$ cat src/rtl/core/rfr_pkg.sv
// Package for the request FIFO with remove-by-id core.
// Holds the operation and status codes and the per-cell control struct.
// No dependencies.
package rfr_pkg;

    localparam int ID_W    = 16;
    localparam int STAMP_W = 48;

    typedef logic [1:0] mode_t;
    typedef logic [1:0] status_t;

    localparam mode_t MODE_ENQ    = 2'd0;
    localparam mode_t MODE_DEQ    = 2'd1;
    localparam mode_t MODE_REMOVE = 2'd2;

    localparam status_t ST_OK       = 2'd0;
    localparam status_t ST_FULL     = 2'd1;
    localparam status_t ST_EMPTY    = 2'd2;
    localparam status_t ST_NOTFOUND = 2'd3;

    // Already qualified by accept, fullness and emptiness.
    typedef struct packed {
        logic enq;
        logic deq;
        logic rem;
    } cell_ctrl_t;

endpackage

$ cat src/rtl/core/rfr_cell.sv
// One queue slot: holds an id and a timestamp, loads on enqueue,
// takes its upper neighbor's entry to close a gap. Depends on rfr_pkg.
module rfr_cell #(
    parameter int CNT_W = 5,
    parameter int IDX   = 0
) (
    input  logic                          clk,
    input  rfr_pkg::cell_ctrl_t           ctrl,
    input  logic [CNT_W-1:0]              count,
    input  logic [rfr_pkg::ID_W-1:0]      key,
    input  logic [rfr_pkg::ID_W-1:0]      new_id,
    input  logic [rfr_pkg::STAMP_W-1:0]   new_stamp,
    input  logic [rfr_pkg::ID_W-1:0]      up_id,
    input  logic [rfr_pkg::STAMP_W-1:0]   up_stamp,
    input  logic                          found_in,
    output logic                          found_out,
    output logic [rfr_pkg::ID_W-1:0]      cur_id,
    output logic [rfr_pkg::STAMP_W-1:0]   cur_stamp
);

    logic [rfr_pkg::ID_W-1:0]    id_reg;
    logic [rfr_pkg::STAMP_W-1:0] stamp_reg;
    logic                        occupied;
    logic                        load;
    logic                        shift;

    assign occupied  = CNT_W'(IDX) < count;
    assign found_out = found_in | (occupied && (id_reg == key));
    assign load      = ctrl.enq && (CNT_W'(IDX) == count);
    assign shift     = ctrl.deq || (ctrl.rem && found_out);

    always_ff @(posedge clk)
    begin
        if (load)
        begin
            id_reg    <= new_id;
            stamp_reg <= new_stamp;
        end
        else if (shift)
        begin
            id_reg    <= up_id;
            stamp_reg <= up_stamp;
        end
    end

    assign cur_id    = id_reg;
    assign cur_stamp = stamp_reg;

endmodule

$ cat src/rtl/core/rfr_array.sv
// Row of queue cells, head at cell 0, with the match chain running upward.
// Depends on rfr_pkg and rfr_cell.
module rfr_array #(
    parameter int QUEUE_DEPTH = 16,
    parameter int CNT_W       = 5
) (
    input  logic                          clk,
    input  rfr_pkg::cell_ctrl_t           ctrl,
    input  logic [CNT_W-1:0]              count,
    input  logic [rfr_pkg::ID_W-1:0]      key,
    input  logic [rfr_pkg::ID_W-1:0]      new_id,
    input  logic [rfr_pkg::STAMP_W-1:0]   new_stamp,
    output logic [rfr_pkg::ID_W-1:0]      head_id,
    output logic [rfr_pkg::STAMP_W-1:0]   head_stamp,
    output logic                          found
);

    logic [rfr_pkg::ID_W-1:0]    ids    [QUEUE_DEPTH+1];
    logic [rfr_pkg::STAMP_W-1:0] stamps [QUEUE_DEPTH+1];
    logic                        chain  [QUEUE_DEPTH+1];

    assign chain[0]            = 1'b0;
    assign ids[QUEUE_DEPTH]    = '0;
    assign stamps[QUEUE_DEPTH] = '0;

    for (genvar i = 0; i < QUEUE_DEPTH; i++)
    begin : g_cell
        rfr_cell #(
            .CNT_W (CNT_W),
            .IDX   (i)
        ) u_cell (
            .clk       (clk),
            .ctrl      (ctrl),
            .count     (count),
            .key       (key),
            .new_id    (new_id),
            .new_stamp (new_stamp),
            .up_id     (ids[i+1]),
            .up_stamp  (stamps[i+1]),
            .found_in  (chain[i]),
            .found_out (chain[i+1]),
            .cur_id    (ids[i]),
            .cur_stamp (stamps[i])
        );
    end

    assign head_id    = ids[0];
    assign head_stamp = stamps[0];
    assign found      = chain[QUEUE_DEPTH];

endmodule

$ cat src/rtl/core/request_fifo_with_remove_by_id_core.sv
// Top level of the request FIFO with remove-by-id: count, op decode, result register.
// Depends on rfr_pkg, rfr_array, rfr_cell.
//
//  port group  dir  tdata (low bit up)                      tuser
//  s_*         in   conn_id[15:0], arrival_time[63:16]      mode[1:0]
//  m_*         out  out_conn_id, out_arrival, occupancy     status[1:0]
//
// One request per cycle while s_tready is high; its result is registered and shown the next cycle.
// Remove finds the oldest match through a ripple chain over all cells.
// rst_n clears the count and the result valid; slot contents are not reset.
// s_tready is high when the result register is empty or being taken.
module request_fifo_with_remove_by_id_core #(
    parameter int QUEUE_DEPTH = 16
) (
    input  logic                 clk,
    input  logic                 rst_n,
    input  logic                 s_tvalid,
    output logic                 s_tready,
    input  logic [63:0]          s_tdata,   // conn_id[15:0], arrival_time[63:16]
    input  logic [1:0]           s_tuser,   // mode[1:0]
    output logic                 m_tvalid,
    input  logic                 m_tready,
    output logic [((64 + $clog2(QUEUE_DEPTH + 1) + 7) / 8) * 8 - 1:0] m_tdata,
                                 // out_conn_id[15:0], out_arrival[63:16], occupancy above
    output logic [1:0]           m_tuser    // status[1:0]
);

    localparam int CNT_W = $clog2(QUEUE_DEPTH + 1);
    localparam int OUT_W = ((64 + CNT_W + 7) / 8) * 8;
    localparam logic [CNT_W-1:0] FULL_CNT = CNT_W'(QUEUE_DEPTH);

    logic [CNT_W-1:0]            count_reg;
    logic [CNT_W-1:0]            count_next;
    logic                        out_valid_reg;
    rfr_pkg::status_t            status_reg;
    rfr_pkg::status_t            status_next;
    logic [rfr_pkg::ID_W-1:0]    oid_reg;
    logic [rfr_pkg::ID_W-1:0]    oid_next;
    logic [rfr_pkg::STAMP_W-1:0] ostamp_reg;
    logic [rfr_pkg::STAMP_W-1:0] ostamp_next;
    logic [CNT_W-1:0]            occ_reg;

    rfr_pkg::mode_t              mode;
    logic [rfr_pkg::ID_W-1:0]    in_id;
    logic [rfr_pkg::STAMP_W-1:0] in_stamp;
    logic                        fire;
    logic                        full;
    logic                        empty;
    rfr_pkg::cell_ctrl_t         ctrl;
    logic [rfr_pkg::ID_W-1:0]    head_id;
    logic [rfr_pkg::STAMP_W-1:0] head_stamp;
    logic                        found;

    assign mode     = s_tuser;
    assign in_id    = s_tdata[15:0];
    assign in_stamp = s_tdata[63:16];
    assign s_tready = !out_valid_reg || m_tready;
    assign fire     = s_tvalid && s_tready;
    assign full     = count_reg == FULL_CNT;
    assign empty    = count_reg == '0;

    always_comb
    begin
        ctrl        = '0;
        status_next = rfr_pkg::ST_OK;
        oid_next    = '0;
        ostamp_next = '0;
        count_next  = count_reg;
        unique case (mode)
            rfr_pkg::MODE_ENQ:
            begin
                if (full)
                    status_next = rfr_pkg::ST_FULL;
                else
                begin
                    ctrl.enq   = fire;
                    count_next = count_reg + 1'b1;
                end
            end
            rfr_pkg::MODE_DEQ:
            begin
                if (empty)
                    status_next = rfr_pkg::ST_EMPTY;
                else
                begin
                    ctrl.deq    = fire;
                    oid_next    = head_id;
                    ostamp_next = head_stamp;
                    count_next  = count_reg - 1'b1;
                end
            end
            rfr_pkg::MODE_REMOVE:
            begin
                if (empty)
                    status_next = rfr_pkg::ST_EMPTY;
                else if (found)
                begin
                    ctrl.rem   = fire;
                    count_next = count_reg - 1'b1;
                end
                else
                    status_next = rfr_pkg::ST_NOTFOUND;
            end
            default:
            begin
                status_next = rfr_pkg::ST_OK;
            end
        endcase
    end

    rfr_array #(
        .QUEUE_DEPTH (QUEUE_DEPTH),
        .CNT_W       (CNT_W)
    ) u_array (
        .clk        (clk),
        .ctrl       (ctrl),
        .count      (count_reg),
        .key        (in_id),
        .new_id     (in_id),
        .new_stamp  (in_stamp),
        .head_id    (head_id),
        .head_stamp (head_stamp),
        .found      (found)
    );

    always_ff @(posedge clk or negedge rst_n)
    begin
        if (!rst_n)
        begin
            count_reg     <= '0;
            out_valid_reg <= 1'b0;
        end
        else
        begin
            if (fire)
            begin
                count_reg     <= count_next;
                out_valid_reg <= 1'b1;
            end
            else if (m_tready)
                out_valid_reg <= 1'b0;
        end
    end

    always_ff @(posedge clk)
    begin
        if (fire)
        begin
            status_reg <= status_next;
            oid_reg    <= oid_next;
            ostamp_reg <= ostamp_next;
            occ_reg    <= count_next;
        end
    end

    assign m_tvalid = out_valid_reg;
    assign m_tuser  = status_reg;
    assign m_tdata  = OUT_W'({occ_reg, ostamp_reg, oid_reg});

    a_count_bound: assert property (@(posedge clk) disable iff (!rst_n)
        count_reg <= FULL_CNT)
        else $error("entry count above depth");

    a_enq_grows: assert property (@(posedge clk) disable iff (!rst_n)
        fire && mode == rfr_pkg::MODE_ENQ && !full |=> count_reg == $past(count_reg) + 1'b1)
        else $error("enqueue did not grow the queue");

    a_full_drop: assert property (@(posedge clk) disable iff (!rst_n)
        fire && mode == rfr_pkg::MODE_ENQ && full
        |=> m_tuser == rfr_pkg::ST_FULL && $stable(count_reg))
        else $error("enqueue on full queue not dropped");

    a_occ_match: assert property (@(posedge clk) disable iff (!rst_n)
        fire |=> occ_reg == count_reg && m_tvalid)
        else $error("reported occupancy differs from count");

    a_notfound_keeps: assert property (@(posedge clk) disable iff (!rst_n)
        fire && mode == rfr_pkg::MODE_REMOVE && !empty && !found
        |=> m_tuser == rfr_pkg::ST_NOTFOUND && $stable(count_reg))
        else $error("remove without match changed the queue");

endmodule

$ cat config.mk
export PLATFORM = sky130hd
export DESIGN_NAME = request_fifo_with_remove_by_id_core
export DESIGN_NICKNAME = d
export VERILOG_FILES = /design/src/rtl/core/rfr_pkg.sv /design/src/rtl/core/rfr_cell.sv /design/src/rtl/core/rfr_array.sv /design/src/rtl/core/request_fifo_with_remove_by_id_core.sv
export SDC_FILE = /design/constraint.sdc
export NUM_CORES = 2
export LEC_CHECK = 0
export ABC_AREA = 1
export BUFFER_PORTS_ARGS = -buffer_cell sky130_fd_sc_hd__buf_2
export CORE_ASPECT_RATIO = 0.6
export CORE_MARGIN = 3
export CORE_UTILIZATION = 52
export DETAILED_ROUTE_END_ITERATION = 8
export PLACE_DENSITY = 0.7
export SETUP_SLACK_MARGIN = 0.05
export SYNTH_ARGS = -nofsm -noshare
export SYNTH_HDL_FRONTEND = slang
export SYNTH_SLANG_ARGS = --single-unit
export TNS_END_PERCENT = 10
$ cat constraint.sdc
create_clock -name clk -period 7.7 [get_ports clk]
set_input_delay 1.54 -clock clk [delete_from_list [all_inputs] [get_ports clk]]
set_output_delay 1.54 -clock clk [all_outputs]
set_load 0.005 [all_outputs]
==> flow_summary.yaml <==
setup_path:
  timing.rr.start: "count_reg[0]"
  reg2reg_depth: 10
  critPathBufInv: 5
  rr_endpoint: "u_array.g_cell[13].u_cell.cur_stamp[26]"
  critPathMaxFanout: 43
  ff2ff_setup_slack_ps: 2220
  setup.worst_path.class: "in -> reg"
  endpoint_kind: "flip-flop"
  worstPathRequired_ps: 8030
  cp.depth: 15
  crit_path_max_incr_delay_ps: 940
  crit_family: "simple AND/OR/NAND/NOR gates"
  crit_arrival_ps: 6000
  path_cells: "buf_2 > inv_2 > or2_2 > nand4_1 > nor4_1 > nand2_1 > nor4_1 > nor2_4 > nand4_2 > nand4_2 > buf_4 > inv_2 > nand2_1 > nand3_4 > buf_4"
  cp_slowest_cell: "nor4_1"
  crit_path_start_kind: "primary input"
  cp-startpoint: "s_tdata[7]"
cells_and_area:
  syn_to_final_growth_pct: 9.82
  fin_nets: 4783
  postLayoutCoreUtil: 0.578
  fin_area_um2: 54600
  instances_no_fill: 6036
  fillCellCount: 7881
  drive_above_1_share: 0.0929
  largest_reg_flops: 768
die:
  die_h_um: 245
  dieWidth_um: 405
  core_um2: 94400
  initial_core_util: 0.526
  fp-row-count: 87
  io-pin-count: 146
  fp.dieArea_um2: 99400
clock_network:
  cts-resized-gates: 0
  postCtsSetupRepairBufs: 0
  root_buffer: "clkbuf_16"
  ctsHtreeMaxLevel: 3
  cts_tree: "done"
  clk_latency_ps: 720
  cts-hold-fix-buffers: 0
  cts_max_path_buffers: 3
  cts_made_buffers: 100
  clock_sinks: 1101
  path_clk_slew_ps: 60
timing:
  hold_viol: 0
  tightest_slew_ps: 1160
  worst_slack_ps: 2030
  rsz0062_at_grt: "false"
  fin_crit_sh: 0.737
  hold_slack_ps: 518
  finalCriticalPeriod_ps: 5670
  slew_headroom: 0.229
  skew_ps: 33.1
  fmax_ghz: 0.176
  slew_viol_final: 0
  setup_viol: 0
  setup_tns_ps: 0
power_and_ir_drop:
  powerDensity_nw_per_um2: 242
  leakage_nw: 21.6
  totalPowerFinal_mw: 13.2
  peakVddDrop_mv: 0.167
detailed_routing:
  routed_wl_mm: 149
  drc: 0
  via_count: 35600
  dr.first_iter.drc_count: 5469
  ant_nets: 0
  vias_per_cell: 5.90
  wl_per_cell_um: 24.6
  dr.pass1.iters: 6
yosys:
  synth-seq-cells: 1101
  synth_seq_area_share: 0.665
  netlist_area_um2: 49700
  yosys_warnings: 0
  synth.avg_cell_area_um2: 10.5
  synthDistinctLibCells: 56
  syn_inst: 4746
placement:
  port_buffers: 142
  dp_cells: 5852
  dp_slack_ps: 1660
  routabilityCongestion: 1.08
  placed_cell_area_um2: 51300
  dp_hpwl_mm: 97.7
global_routing:
  overflow: 0
  grt_use_total: 0.298
  grt_pass1_wl_mm: 217
  grt_pass1_vias: 31900
  grt_max_degree: 100
  antenna_found_initial: 3
run_status:
  outcome: "complete, no violations"
run:
  cap_violations: 0
hold_path:
  holdPathStages: 2
  hold_end: "u_array.g_cell[4].u_cell.cur_stamp[44]"
  min-delay-path-class: "reg -> reg"
  min_from: "u_array.g_cell[5].u_cell.cur_stamp[44]"
-- worst register-to-register path: cells and delay by family (launching register included) --
kind / cells / cell delay [ps]
fa+ha+maj: 1 / 410
buf+inv: 5 / 2400
flops: 1 / 680
simple gates: 4 / 1640
-- layout make-up --
cell class                      count  area (um2)  area share
Clock inverter                     54         558      0.0102
Antenna cell                        1        2.50   0.0000459
Multi-Input combinational cell   3055       14600       0.267
Sequential cell                  1101       33000       0.605
Clock buffer                      129        2680      0.0490
Timing Repair Buffer              202        1250      0.0229
Inverter                          248         935      0.0171
Tap cell                         1246        1560      0.0286
-- metal layers --
layer / routed length (um) / up-vias / global-route usage / part of all wire
met1: 69500 / 17200 / 0.484 / 0.47
met4: 2350 / 6 / 0.0550 / 0.016
met5: 113 / - / 0.00682 / 0.00076
li1: - / 16200 / - / -
met3: 23500 / 176 / 0.137 / 0.16
met2: 53300 / 2048 / 0.355 / 0.36
-- Yosys cell counts, drive strengths merged --
cell type	instances	area (um2)
a31oi	1	6.26
nor4b	1	8.76
nor3b	15	113
a21boi	4	30.0
xor2	86	753
and2	3	18.8
ha	5	62.6
nand2b	2	12.5
nand3	87	455
nand2	1296	4880
o2111ai	5	43.8
nor2b	1	6.26
clkinv	2	8.75
nor3	45	230
nor2	287	1110
or2	48	300
and3	3	18.8
edfxtp	1095	32900
buf	46	299
or3b	2	17.5
conb	1	3.75
clkbuf	298	1120
inv	246	923
a21oi	7	38.8
o211ai	7	52.6
o31ai	1	7.51
dfrtp	6	150
nand3b	14	105
xnor2	50	438
a22oi	1	7.51
nor4	36	225
o21ai	979	4900
nand4	63	434
a221oi	1	8.76
a211oi	2	15.0
-- how the worst max path moves through the flow --
stage,to,slack [ps]
3_5_place_dp,u_array.g_cell[5].u_cell.cur_stamp[44],1660
3_3_place_gp,u_array.g_cell[5].u_cell.cur_stamp[0],1730
4_1_cts,u_array.g_cell[13].u_cell.cur_stamp[2],2340
5_1_grt,u_array.g_cell[5].u_cell.cur_stamp[15],1930
2_1_floorplan,u_array.g_cell[4].u_cell.cur_id[0],880
6_report,u_array.g_cell[5].u_cell.cur_stamp[8],2030
-- where the power goes --
group | internal (mW) | switching [mW]
Sequential | 6.86 | 0.140
Clock | 2.74 | 2.30
Combinational | 0.271 | 0.862
-- layout by cell type (no fill, tap or decap), drive strengths merged, types with 4 or more instances in the layout --
master   netlist  final
a21boi         4      4
a21oi          7      7
buf           46    202
bufinv         0      8
clkbuf       298    129
clkinv         2     40
dfrtp          6      6
edfxtp      1095   1095
ha             5      5
inv          246    251
nand2       1296   1296
nand3         87     87
nand3b        14     14
nand4         63     63
nor2         287    287
nor3          45     45
nor3b         15     15
nor4          36     36
o2111ai        5      5
o211ai         7      7
o21ai        979    979
or2           48     48
xnor2         50     50
xor2          86     86
-- cells by family after synthesis --
| group | Yosys count | share of synthesized area |
|---|---|---|
| xor+xnor | 136 | 0.0240 |
| buf+inv | 592 | 0.0473 |
| other cells | 1 | 0.0000755 |
| compound gates | 1008 | 0.103 |
| fa+ha+maj | 5 | 0.00126 |
| flops | 1101 | 0.665 |
| simple gates | 1903 | 0.160 |
(Power assumes the default switching activity.)
